<file path="config.mk">
export PLATFORM = sky130hd
export DESIGN_NAME = aimd_rate_backoff_controller
export DESIGN_NICKNAME = d
export VERILOG_FILES = /design/src/aimd_pkg.sv /design/src/aimd_rate_backoff_controller.sv /design/src/aimd_cfg_regs.sv /design/src/aimd_serial_div.sv /design/src/aimd_datapath.sv /design/src/aimd_ctrl.sv
export VERILOG_INCLUDE_DIRS = /design/src /design/src/src
export SDC_FILE = /design/constraint.sdc
export NUM_CORES = 1
export LEC_CHECK = 0
export BUFFER_PORTS_ARGS = -buffer_cell sky130_fd_sc_hd__buf_2
export CORE_UTILIZATION = 35
export CTS_BUF_LIST = sky130_fd_sc_hd__clkbuf_2 sky130_fd_sc_hd__clkbuf_4 sky130_fd_sc_hd__clkbuf_8
export DETAILED_ROUTE_END_ITERATION = 6
export SLEW_MARGIN = 20
export SYNTH_ARGS = -nofsm -noshare
export SYNTH_HDL_FRONTEND = slang
export SYNTH_SLANG_ARGS = --single-unit
</file>
<file path="constraint.sdc">
create_clock -name clk -period 5.09 [get_ports clk]
set_input_delay 0 -clock clk [delete_from_list [all_inputs] [get_ports clk]]
set_output_delay 0 -clock clk [all_outputs]
set_load 0.02 [all_outputs]
</file>
<file path="src/assert_macros.svh">
// Assertion helpers shared by the RTL.
// AIMD_ASSERT:    clocked property, disabled while rst_n is low.
// AIMD_ASSERT_AR: clocked property, also checked during reset.
`ifndef ASSERT_MACROS_SVH
`define ASSERT_MACROS_SVH

`ifndef SYNTHESIS
`define AIMD_ASSERT(lbl, clk, rst_n, prop, msg) \
  lbl: assert property (@(posedge clk) disable iff (!rst_n) prop) else $error(msg);
`define AIMD_ASSERT_AR(lbl, clk, prop, msg) \
  lbl: assert property (@(posedge clk) prop) else $error(msg);
`else
`define AIMD_ASSERT(lbl, clk, rst_n, prop, msg)
`define AIMD_ASSERT_AR(lbl, clk, prop, msg)
`endif

`endif

</file>
<file path="src/aimd_pkg.sv">
package aimd_pkg;

  // fixed field widths
  localparam int CNT_W         = 32;
  localparam int RATE_PORT_W   = 32;
  localparam int DIV_W         = 8;
  localparam int RATE_BITS_DEF = 32;

  // bit counter is sized from the counter width, which sets the counter compare pass
  localparam int BCNT_W = $clog2(CNT_W);

  // stream widths
  localparam int IN_TDATA_W  = 64;
  localparam int IN_TUSER_W  = 2;
  localparam int OUT_TDATA_W = 32;
  localparam int OUT_TUSER_W = 4;

  // register port
  localparam int CFG_ADDR_W = 4;
  localparam int CFG_DATA_W = 32;

  // register reset values
  localparam logic [31:0]      MIN_RATE_RST  = 32'd1;
  localparam logic [31:0]      TARGET_RST    = 32'd1000;
  localparam logic [DIV_W-1:0] DIVISOR_RST   = 8'd2;
  localparam logic [31:0]      STEP_RST      = 32'd100;
  localparam logic [DIV_W-1:0] DIV_ONE       = 8'd1;

  typedef enum logic [1:0] {
    REG_MIN_RATE      = 2'd0,
    REG_TARGET_RATE   = 2'd1,
    REG_BACKOFF_DIV   = 2'd2,
    REG_RECOVERY_STEP = 2'd3
  } reg_idx_t;

  typedef enum logic [1:0] {
    ST_CNT_FAIL  = 2'd0,
    ST_BASELINE  = 2'd1,
    ST_RATE_FAIL = 2'd2,
    ST_RATE_DONE = 2'd3
  } win_status_t;

  typedef enum logic [1:0] {
    S_IDLE,
    S_SCAN,
    S_SEL,
    S_FIN
  } fsm_state_t;

  typedef struct packed {
    logic [31:0]      min_rate;
    logic [31:0]      target_rate;
    logic [DIV_W-1:0] backoff_div;
    logic [31:0]      recovery_step;
  } cfg_t;

  typedef struct packed {
    logic load;       // capture a new window
    logic base_load;  // store counter as baseline
    logic scan;       // counter compare pass
    logic div_en;     // divide / add step inside the scan pass
    logic sel;        // select and compare pass
    logic out_load;   // result goes to the output register
  } ctrl_t;

  typedef struct packed {
    logic ovf;
    logic rate_diff;
  } dp_stat_t;

endpackage

</file>
<file path="src/aimd_rate_backoff_controller.sv">
// AIMD sample-rate backoff controller.
// Input stream: one transfer per check window. in_tdata carries the cumulative
// overflow counter and the current rate, in_tuser the two read-ok flags.
// Output stream: one transfer per window with the status code, the overflow
// flag, the next rate and the write request. Register port (APB style):
// min_rate @0x0, target_rate @0x4, backoff_div @0x8, recovery_step @0xC.
// Steps from accept to result shown (one window at a time):
//   counter read failed or baseline window: accept, then output load;
//   rate read failed: accept, the bit-serial counter compare pass, output load;
//   rate computed: accept, the counter compare pass followed by a
//   bit-serial select/compare pass of RATE_BITS bits, then output load.
// The divide (one quotient bit per cycle) and the add/clamp run inside the
// counter compare pass, so the 32-bit counter width sets the first pass.
// Reset: registers return to their defaults, no baseline is held and both
// streams go idle. A stalled receiver holds the result in the output
// register; the next window is still accepted and processed, and waits in
// the sequencer until the output register frees up.
`include "assert_macros.svh"

module aimd_rate_backoff_controller import aimd_pkg::*; #(
  parameter int RATE_BITS = RATE_BITS_DEF
) (
  input  logic                   clk,
  input  logic                   rst_n,
  // input stream
  input  logic                   in_tvalid,
  output logic                   in_tready,
  input  logic [IN_TDATA_W-1:0]  in_tdata,   // [31:0] overflow_count, [63:32] current_rate
  input  logic [IN_TUSER_W-1:0]  in_tuser,   // [0] overflow_read_ok, [1] rate_read_ok
  // result stream
  output logic                   out_tvalid,
  input  logic                   out_tready,
  output logic [OUT_TDATA_W-1:0] out_tdata,  // [31:0] new_rate
  output logic [OUT_TUSER_W-1:0] out_tuser,  // [1:0] window_status, [2] overflowed,
                                             // [3] write_rate
  // register port
  input  logic                   cfg_psel,
  input  logic                   cfg_penable,
  input  logic                   cfg_pwrite,
  input  logic [CFG_ADDR_W-1:0]  cfg_paddr,
  input  logic [CFG_DATA_W-1:0]  cfg_pwdata,
  output logic [CFG_DATA_W-1:0]  cfg_prdata,
  output logic                   cfg_pready
);

  cfg_t        cfg;
  ctrl_t       ctrl;
  dp_stat_t    stat;
  win_status_t status;

  logic [CNT_W-1:0]       count;
  logic [RATE_BITS-1:0]   cur;
  logic [RATE_BITS-1:0]   next_rate;
  logic                   q_bit;
  logic                   q_lsb;
  logic                   out_free;
  logic                   done;
  logic                   ovf_valid;

  logic                   out_tvalid_r;
  logic [OUT_TDATA_W-1:0] out_tdata_r, out_tdata_nxt;
  logic [OUT_TUSER_W-1:0] out_tuser_r, out_tuser_nxt;

  // field unpack; the rate is taken modulo 2^RATE_BITS
  assign count = in_tdata[CNT_W-1:0];
  assign cur   = in_tdata[CNT_W +: RATE_BITS];

  aimd_cfg_regs u_cfg (
    .clk     (clk),
    .rst_n   (rst_n),
    .psel    (cfg_psel),
    .penable (cfg_penable),
    .pwrite  (cfg_pwrite),
    .paddr   (cfg_paddr),
    .pwdata  (cfg_pwdata),
    .prdata  (cfg_prdata),
    .pready  (cfg_pready),
    .cfg     (cfg)
  );

  aimd_ctrl #(.RATE_BITS(RATE_BITS)) u_ctrl (
    .clk      (clk),
    .rst_n    (rst_n),
    .in_valid (in_tvalid),
    .count_ok (in_tuser[0]),
    .rate_ok  (in_tuser[1]),
    .out_free (out_free),
    .in_ready (in_tready),
    .ctrl     (ctrl),
    .status   (status)
  );

  aimd_serial_div #(.RATE_BITS(RATE_BITS)) u_div (
    .clk       (clk),
    .load      (ctrl.load),
    .step      (ctrl.div_en),
    .shift_out (ctrl.sel),
    .dividend  (cur),
    .divisor   (cfg.backoff_div),
    .q_bit     (q_bit),
    .q_lsb     (q_lsb)
  );

  aimd_datapath #(.RATE_BITS(RATE_BITS)) u_dp (
    .clk       (clk),
    .rst_n     (rst_n),
    .ctrl      (ctrl),
    .cfg       (cfg),
    .count     (count),
    .cur       (cur),
    .q_bit     (q_bit),
    .q_lsb     (q_lsb),
    .stat      (stat),
    .next_rate (next_rate)
  );

  // output register: frees when empty or when the current transfer completes
  assign out_free  = !out_tvalid_r || out_tready;
  assign done      = (status == ST_RATE_DONE);
  assign ovf_valid = (status == ST_RATE_FAIL) || (status == ST_RATE_DONE);

  assign out_tdata_nxt = done ? OUT_TDATA_W'(next_rate) : '0;
  assign out_tuser_nxt = {done && stat.rate_diff, ovf_valid && stat.ovf, status};

  always_ff @(posedge clk) begin
    if (!rst_n) begin
      out_tvalid_r <= 1'b0;
    end else if (ctrl.out_load) begin
      out_tvalid_r <= 1'b1;
    end else if (out_tready) begin
      out_tvalid_r <= 1'b0;
    end
  end

  always_ff @(posedge clk) begin
    if (ctrl.out_load) begin
      out_tdata_r <= out_tdata_nxt;
      out_tuser_r <= out_tuser_nxt;
    end
  end

  assign out_tvalid = out_tvalid_r;
  assign out_tdata  = out_tdata_r;
  assign out_tuser  = out_tuser_r;

  // a rate write is only requested on a computed window
  `AIMD_ASSERT(a_write_needs_rate, clk, rst_n, (out_tvalid && out_tuser[3]) |-> (out_tuser[1:0] == ST_RATE_DONE), "write_rate set without a computed rate")
  // overflow is only reported once a baseline exists
  `AIMD_ASSERT(a_ovf_needs_base, clk, rst_n, (out_tvalid && out_tuser[2]) |-> (out_tuser[1:0] == ST_RATE_FAIL || out_tuser[1:0] == ST_RATE_DONE), "overflowed set on a skipped or baseline window")
  // one window at a time: busy right after an accept
  `AIMD_ASSERT(a_busy_after_accept, clk, rst_n, (in_tvalid && in_tready) |=> !in_tready, "input accepted while a window is in progress")
  // no result is shown in the cycle after reset
  `AIMD_ASSERT_AR(a_reset_idle, clk, $past(!rst_n) |-> !out_tvalid, "result valid right after reset")

endmodule

</file>
<file path="src/aimd_cfg_regs.sv">
module aimd_cfg_regs import aimd_pkg::*; (
  input  logic                  clk,
  input  logic                  rst_n,
  input  logic                  psel,
  input  logic                  penable,
  input  logic                  pwrite,
  input  logic [CFG_ADDR_W-1:0] paddr,
  input  logic [CFG_DATA_W-1:0] pwdata,
  output logic [CFG_DATA_W-1:0] prdata,
  output logic                  pready,
  output cfg_t                  cfg
);

  cfg_t     cfg_r;
  logic     wr;
  reg_idx_t idx;

  assign pready = 1'b1;
  assign wr     = psel && penable && pwrite && pready;
  assign idx    = reg_idx_t'(paddr[CFG_ADDR_W-1:2]);
  assign cfg    = cfg_r;

  always_ff @(posedge clk) begin
    if (!rst_n) begin
      cfg_r.min_rate      <= MIN_RATE_RST;
      cfg_r.target_rate   <= TARGET_RST;
      cfg_r.backoff_div   <= DIVISOR_RST;
      cfg_r.recovery_step <= STEP_RST;
    end else if (wr) begin
      unique case (idx)
        REG_MIN_RATE:      cfg_r.min_rate      <= pwdata;
        REG_TARGET_RATE:   cfg_r.target_rate   <= pwdata;
        REG_BACKOFF_DIV:   cfg_r.backoff_div   <= pwdata[DIV_W-1:0];
        REG_RECOVERY_STEP: cfg_r.recovery_step <= pwdata;
      endcase
    end
  end

  always_comb begin
    unique case (idx)
      REG_MIN_RATE:      prdata = cfg_r.min_rate;
      REG_TARGET_RATE:   prdata = cfg_r.target_rate;
      REG_BACKOFF_DIV:   prdata = CFG_DATA_W'(cfg_r.backoff_div);
      REG_RECOVERY_STEP: prdata = cfg_r.recovery_step;
    endcase
  end

endmodule

</file>
<file path="src/aimd_serial_div.sv">
// Restoring divider, one quotient bit per step, MSB first.
module aimd_serial_div import aimd_pkg::*; #(
  parameter int RATE_BITS = RATE_BITS_DEF
) (
  input  logic                 clk,
  input  logic                 load,
  input  logic                 step,
  input  logic                 shift_out,
  input  logic [RATE_BITS-1:0] dividend,
  input  logic [DIV_W-1:0]     divisor,
  output logic                 q_bit,
  output logic                 q_lsb
);

  logic [RATE_BITS-1:0] dvd_r;
  logic [RATE_BITS-1:0] quot_r;
  logic [DIV_W-1:0]     rem_r;
  logic [DIV_W-1:0]     dsr_r;
  logic [DIV_W:0]       trial;
  logic [DIV_W:0]       diff;
  logic                 ge;

  assign trial = {rem_r, dvd_r[RATE_BITS-1]};
  assign ge    = trial >= {1'b0, dsr_r};
  assign diff  = trial - {1'b0, dsr_r};
  assign q_bit = ge;
  assign q_lsb = quot_r[0];

  always_ff @(posedge clk) begin
    if (load) begin
      dvd_r <= dividend;
      rem_r <= '0;
      dsr_r <= (divisor == '0) ? DIV_ONE : divisor;  // zero divides as one
    end else if (step) begin
      dvd_r  <= dvd_r << 1;
      rem_r  <= ge ? diff[DIV_W-1:0] : trial[DIV_W-1:0];
      quot_r <= {quot_r[RATE_BITS-2:0], ge};
    end else if (shift_out) begin
      quot_r <= quot_r >> 1;
    end
  end

endmodule

</file>
<file path="src/aimd_datapath.sv">
// Bit-serial datapath: counter compare, add/clamp, floor compare, select.
module aimd_datapath import aimd_pkg::*; #(
  parameter int RATE_BITS = RATE_BITS_DEF
) (
  input  logic                 clk,
  input  logic                 rst_n,
  input  ctrl_t                ctrl,
  input  cfg_t                 cfg,
  input  logic [CNT_W-1:0]     count,
  input  logic [RATE_BITS-1:0] cur,
  input  logic                 q_bit,
  input  logic                 q_lsb,
  output dp_stat_t             stat,
  output logic [RATE_BITS-1:0] next_rate
);

  logic [CNT_W-1:0]     last_r;
  logic [CNT_W-1:0]     cnt_sr_r;
  logic [RATE_BITS-1:0] a_sr_r;
  logic [RATE_BITS-1:0] st_sr_r;
  logic [RATE_BITS-1:0] hi_sr_r;
  logic [RATE_BITS-1:0] lo_sr_r;
  logic [RATE_BITS-1:0] sum_sr_r;
  logic [RATE_BITS-1:0] res_sr_r;
  logic                 ne_r;
  logic                 cy_r;
  logic                 lt_r;
  logic                 qdec_r;
  logic                 qgt_r;
  logic                 neq_r;

  logic s_bit;
  logic c_nxt;
  logic sum_lt;
  logic src_bit;

  assign s_bit  = a_sr_r[0] ^ st_sr_r[0] ^ cy_r;
  assign c_nxt  = (a_sr_r[0] & st_sr_r[0]) | (a_sr_r[0] & cy_r) | (st_sr_r[0] & cy_r);
  // carry out means the sum is above any target
  assign sum_lt = lt_r && !cy_r;
  assign src_bit = ne_r ? (qgt_r ? q_lsb : lo_sr_r[0])
                        : (sum_lt ? sum_sr_r[0] : hi_sr_r[0]);

  assign stat.ovf       = ne_r;
  assign stat.rate_diff = neq_r;
  assign next_rate      = res_sr_r;

  // last counter value; shifts in the new count while comparing
  always_ff @(posedge clk) begin
    if (!rst_n) begin
      last_r <= '0;
    end else if (ctrl.base_load) begin
      last_r <= count;
    end else if (ctrl.scan) begin
      last_r <= {cnt_sr_r[0], last_r[CNT_W-1:1]};
    end
  end

  always_ff @(posedge clk) begin
    if (ctrl.load) begin
      cnt_sr_r <= count;
      a_sr_r   <= cur;
      st_sr_r  <= cfg.recovery_step[RATE_BITS-1:0];
      hi_sr_r  <= cfg.target_rate[RATE_BITS-1:0];
      lo_sr_r  <= cfg.min_rate[RATE_BITS-1:0];
      ne_r     <= 1'b0;
      cy_r     <= 1'b0;
      lt_r     <= 1'b0;
      qdec_r   <= 1'b0;
      qgt_r    <= 1'b0;
      neq_r    <= 1'b0;
    end else if (ctrl.scan) begin
      cnt_sr_r <= cnt_sr_r >> 1;
      ne_r     <= ne_r | (cnt_sr_r[0] ^ last_r[0]);
      if (ctrl.div_en) begin
        // sum LSB first, compared against target
        a_sr_r   <= {a_sr_r[0], a_sr_r[RATE_BITS-1:1]};
        st_sr_r  <= st_sr_r >> 1;
        hi_sr_r  <= {hi_sr_r[0], hi_sr_r[RATE_BITS-1:1]};
        sum_sr_r <= {s_bit, sum_sr_r[RATE_BITS-1:1]};
        cy_r     <= c_nxt;
        if (s_bit != hi_sr_r[0]) begin
          lt_r <= hi_sr_r[0];
        end
        // quotient MSB first, compared against floor
        lo_sr_r <= {lo_sr_r[RATE_BITS-2:0], lo_sr_r[RATE_BITS-1]};
        if (!qdec_r && (q_bit != lo_sr_r[RATE_BITS-1])) begin
          qdec_r <= 1'b1;
          qgt_r  <= q_bit;
        end
      end
    end else if (ctrl.sel) begin
      res_sr_r <= {src_bit, res_sr_r[RATE_BITS-1:1]};
      neq_r    <= neq_r | (src_bit ^ a_sr_r[0]);
      a_sr_r   <= {a_sr_r[0], a_sr_r[RATE_BITS-1:1]};
      lo_sr_r  <= {lo_sr_r[0], lo_sr_r[RATE_BITS-1:1]};
      hi_sr_r  <= {hi_sr_r[0], hi_sr_r[RATE_BITS-1:1]};
      sum_sr_r <= {sum_sr_r[0], sum_sr_r[RATE_BITS-1:1]};
    end
  end

endmodule

</file>
<file path="src/aimd_ctrl.sv">
// Window sequencer: accept, serial passes, result handoff.
module aimd_ctrl import aimd_pkg::*; #(
  parameter int RATE_BITS = RATE_BITS_DEF
) (
  input  logic        clk,
  input  logic        rst_n,
  input  logic        in_valid,
  input  logic        count_ok,
  input  logic        rate_ok,
  input  logic        out_free,
  output logic        in_ready,
  output ctrl_t       ctrl,
  output win_status_t status
);

  fsm_state_t        state_r, state_nxt;
  logic [BCNT_W-1:0] bcnt_r, bcnt_nxt;
  win_status_t       status_r, status_nxt;
  logic              base_vld_r, base_vld_nxt;
  logic              scan_last;
  logic              sel_last;

  assign scan_last = (bcnt_r == BCNT_W'(CNT_W - 1));
  assign sel_last  = (bcnt_r == BCNT_W'(RATE_BITS - 1));
  assign status    = status_r;

  always_ff @(posedge clk) begin
    if (!rst_n) begin
      state_r    <= S_IDLE;
      bcnt_r     <= '0;
      status_r   <= ST_CNT_FAIL;
      base_vld_r <= 1'b0;
    end else begin
      state_r    <= state_nxt;
      bcnt_r     <= bcnt_nxt;
      status_r   <= status_nxt;
      base_vld_r <= base_vld_nxt;
    end
  end

  always_comb begin
    state_nxt    = state_r;
    bcnt_nxt     = bcnt_r;
    status_nxt   = status_r;
    base_vld_nxt = base_vld_r;
    unique case (state_r)
      S_IDLE: begin
        if (in_valid) begin
          bcnt_nxt = '0;
          priority if (!count_ok) begin
            status_nxt = ST_CNT_FAIL;
            state_nxt  = S_FIN;
          end else if (!base_vld_r) begin
            status_nxt   = ST_BASELINE;
            base_vld_nxt = 1'b1;
            state_nxt    = S_FIN;
          end else begin
            status_nxt = rate_ok ? ST_RATE_DONE : ST_RATE_FAIL;
            state_nxt  = S_SCAN;
          end
        end
      end
      S_SCAN: begin
        if (scan_last) begin
          bcnt_nxt  = '0;
          state_nxt = (status_r == ST_RATE_DONE) ? S_SEL : S_FIN;
        end else begin
          bcnt_nxt = bcnt_r + 1'b1;
        end
      end
      S_SEL: begin
        if (sel_last) begin
          bcnt_nxt  = '0;
          state_nxt = S_FIN;
        end else begin
          bcnt_nxt = bcnt_r + 1'b1;
        end
      end
      S_FIN: begin
        if (out_free) begin
          state_nxt = S_IDLE;
        end
      end
    endcase
  end

  always_comb begin
    ctrl     = '0;
    in_ready = 1'b0;
    unique case (state_r)
      S_IDLE: begin
        in_ready       = 1'b1;
        ctrl.load      = in_valid;
        ctrl.base_load = in_valid && count_ok && !base_vld_r;
      end
      S_SCAN: begin
        ctrl.scan   = 1'b1;
        ctrl.div_en = {1'b0, bcnt_r} < (BCNT_W + 1)'(RATE_BITS);
      end
      S_SEL: begin
        ctrl.sel = 1'b1;
      end
      S_FIN: begin
        ctrl.out_load = out_free;
      end
    endcase
  end

endmodule

</file>
==> results.txt <==
Final TNS setup -> 0 ns
Area Growth Syn to Fin -> 22.6%
Dpl cells -> 2707
Initial Util -> 0.357
WP data arrival -> 4.50 ns
Post-synthesis sequential area ratio -> 0.636
DR vias -> 14611
Max clock buf depth -> 3
H-Tree Depth -> 3
Least-Margin Pin Slew -> 0.998 ns
Post-DR vias/cell -> 4.87
Placer Congestion -> 0.779
Ys Warns -> 0
Clk Latency, worst-skew pair -> 0.66 ns
Worst-path fanout max -> 83
Kind of critical path -> reg -> reg
Unique masters post-synth -> 52
Number of I/O pins -> 180
Total CTS buffers -> 84
Die Y -> 245 um
Grt total ovfl -> 0
Pleak -> 10.5 nW
FF+latch count, synth -> 493
CTS Sinks -> 493
Row Count -> 88
Max IR drop VDD -> 0.227 mV
Area of the core -> 58100 um^2
MaxCap Viol Count -> 0
Wire length on met2 -> 22.8 mm
Mapped Avg Cell Area -> 11.1 um^2
Status -> complete, no violations
Tot GR Track Use -> 0.161
Crit start category -> flop
Post-synth net total -> 1993
Top layer used by detailed routing -> met5
Top_reg_cell synth -> edfxtp_1
Final Hold Vio Count -> 0
Worst slew margin -> 0.333
WP data required -> 5.68 ns
CTS tree -> done
Synth async-reset ratio -> 0
DRC -> 0
Min-Delay Path Class -> in -> reg
Syn Std Cell Area -> 20700 um^2
CP endpoint kind -> flop
Filler instances -> 5468
Ratio of final minimum period to clock period -> 0.768
PortBufs -> 176
Pwr/cell area -> 562 nW/um^2
Initial antenna violation count -> 6
Iteration-0 DRC count of the detailed router -> 790
RSZ-0062 raised after global routing -> false
Layout Skew -> 0.0378 ns
Antenna viol nets, final -> 0
TritonRoute pass-1 iters -> 5
CTS Root Cell -> clkbuf_8
Die area -> 60200 um^2
Die W -> 245 um
Final setup violation count -> 0
Clock transition at path regs -> 0.06 ns
Layout cells sized above 1 -> 0.190
Fmax -> 256 MHz
Post-synth EDFFs -> 332
Final non-filler cell total -> 3000
Synthesized instance count -> 1868
Pin count of the biggest net entering global routing -> 105
Detailed Route WL -> 48.6 mm
Met1 wire length -> 21.6 mm
WL per Instance -> 16.2 um
Vias in the first global route -> 14419
Slew Limit Fails -> 0
Fin Hold WS -> 0.108 ns
Final core occ -> 0.437
Post-CTS Setup Inserts -> 0
WL met3 -> 2.84 mm
Min Tclk post-route -> 3.91 ns
Final #Nets -> 2287
Global-route wire length before repair -> 77.5 mm
Detailed Place HPWL -> 28.3 mm
## critical path: stages, from the launching register on
cell and delay, ns:
dfxtp_1 0.36, inv_1 0.12, ha_1 0.16, buf_4 0.19
nand2_4 0.35, inv_6 0.37, buf_4 0.81, nand3_1 0.15
dlygate4sd3_1 0.60, a21boi_0 0.15, dlygate4sd3_1 0.56
## cell usage in the layout, fill, tap and decap left out, drive strengths merged, types with 2 or more instances in the layout
master / Yosys / layout
a211oi: 2 / 2
a21boi: 91 / 91
a21o: 4 / 4
a21oi: 17 / 17
a22o: 24 / 24
a22oi: 2 / 2
and2: 5 / 5
and3: 41 / 41
buf: 46 / 196
bufinv: 0 / 2
clkbuf: 76 / 134
clkinv: 0 / 14
clkinvlp: 0 / 3
dfxtp: 161 / 161
diode: 0 / 4
dlygate4sd3: 0 / 134
edfxtp: 332 / 332
fa: 2 / 2
ha: 14 / 14
inv: 18 / 20
mux2: 56 / 56
mux2i: 77 / 77
mux4: 8 / 8
nand2: 710 / 710
nand2b: 8 / 8
nand3: 19 / 19
nand3b: 3 / 3
nor2: 19 / 19
nor2b: 15 / 15
nor3: 4 / 4
nor4: 2 / 2
o211a: 32 / 32
o21a: 3 / 3
o21ai: 54 / 54
o31a: 2 / 2
or2: 2 / 2
or3: 4 / 4
xnor2: 4 / 4
## per-stage QoR
stage               total power, mW  area (um^2)  setup slack (ns)
floorplan                      9.46        20700             0.929
global placement               10.4        22300              2.00
detailed placement             10.5        22300              1.88
CTS                            14.5        25400              1.16
global route                   15.2        25400             0.873
finish                         14.3        25400              1.18
## report_power, final
group / total, mW / switching (mW) / internal (mW)
Sequential: 6.84 / 0.518 / 6.32
Combinational: 3.71 / 2.37 / 1.34
Clock: 3.76 / 1.64 / 2.11
## Yosys cell counts, types with 3 or more instances
cell        n  area, um^2
edfxtp_1  332        9970
or3_1       3        18.8
o211a_1    32         320
a21o_1      4        30.0
inv_1      18        67.6
mux2_2     56         631
nand2_1   710        2670
nand3_1    18        90.1
a22o_1     24         210
ha_1       14         175
buf_1       5        18.8
a21oi_1    16        80.1
nand3b_1    3        22.5
nor2b_1    15        93.8
mux2i_1    77         771
o21a_1      3        22.5
nor3_1      4        20.0
mux4_2      8         180
and3_1     40         250
dfxtp_1   161        3220
clkbuf_1   76         285
nor2_1     17        63.8
and2_1      5        31.3
nand2b_1    8        50.1
xnor2_1     4        35.0
o21ai_0    53         265
a21boi_0   91         683
buf_2      40         200
## final cells by class
class	count	area, um^2	area share
well taps	765	957	0.0376
clock buffers	134	1610	0.0634
clock inverters	21	160	0.00630
repair buffers	330	2400	0.0944
multi-input cells	1235	7020	0.276
flip-flops and latches	493	13200	0.519
inverters	18	72.6	0.00285
diodes	4	10.0	0.000394
## flip-flops by register name, summed over array words and instances, names as in the netlist, 2 cells and up
| signal | cells |
|---|---|
| u_ctrl.state_r | 2 |
| u_div.quot_r | 32 |
| u_ctrl.bcnt_r | 5 |
| u_div.dvd_r | 32 |
| u_dp.last_r | 32 |
| u_dp.sum_sr_r | 32 |
| out_tuser | 4 |
| u_dp.lo_sr_r | 32 |
| out_tdata | 32 |
| u_dp.next_rate | 32 |
| u_dp.a_sr_r | 32 |
| u_ctrl.status | 2 |
| u_div.rem_r | 8 |
| u_dp.hi_sr_r | 32 |
| u_cfg.cfg | 104 |
| u_div.dsr_r | 8 |
| u_dp.cnt_sr_r | 32 |
| u_dp.st_sr_r | 32 |
## kinds of logic (layout without fill, tap and decap cells)
logic type,after synthesis,count (layout),synth area share
AOI/OAI and AO/OA,237,237,0.0830
xor gates and xnor gates,5,5,0.00211
adders and majority gates,16,16,0.0104
buffers and inverters,140,503,0.0279
DFF,493,493,0.636
muxes,141,141,0.0763
other,1,5,0.000181
and+or+nand+nor,835,835,0.164
## layer usage
metal  track usage  vias to the layer above
met5             0                        -
met4        0.0619                        2
met3        0.0401                      104
met2         0.262                      366
met1         0.205                     7068
li1              -                     7071
## path summary, 6_finish.rpt
check	from	end	slack (ns)	cells past startpoint
worst max-delay path	u_ctrl.state_r[0]	u_ctrl.status[0]	1.18	10
worst min-delay path	cfg_penable	u_cfg.cfg[33]	0.11	6
worst max register to register	u_ctrl.state_r[0]	u_ctrl.status[0]	1.18	10
worst min register to register	u_dp.sum_sr_r[13]	u_dp.sum_sr_r[12]	0.40	0
## repair_timing
item	in CTS	in global routing
hold buffers	134	0
endpoints found under the setup margin	0	0
hold endpoints to repair	244	0
gates resized for setup	0	0
Power figures use the tool's default switching activity.
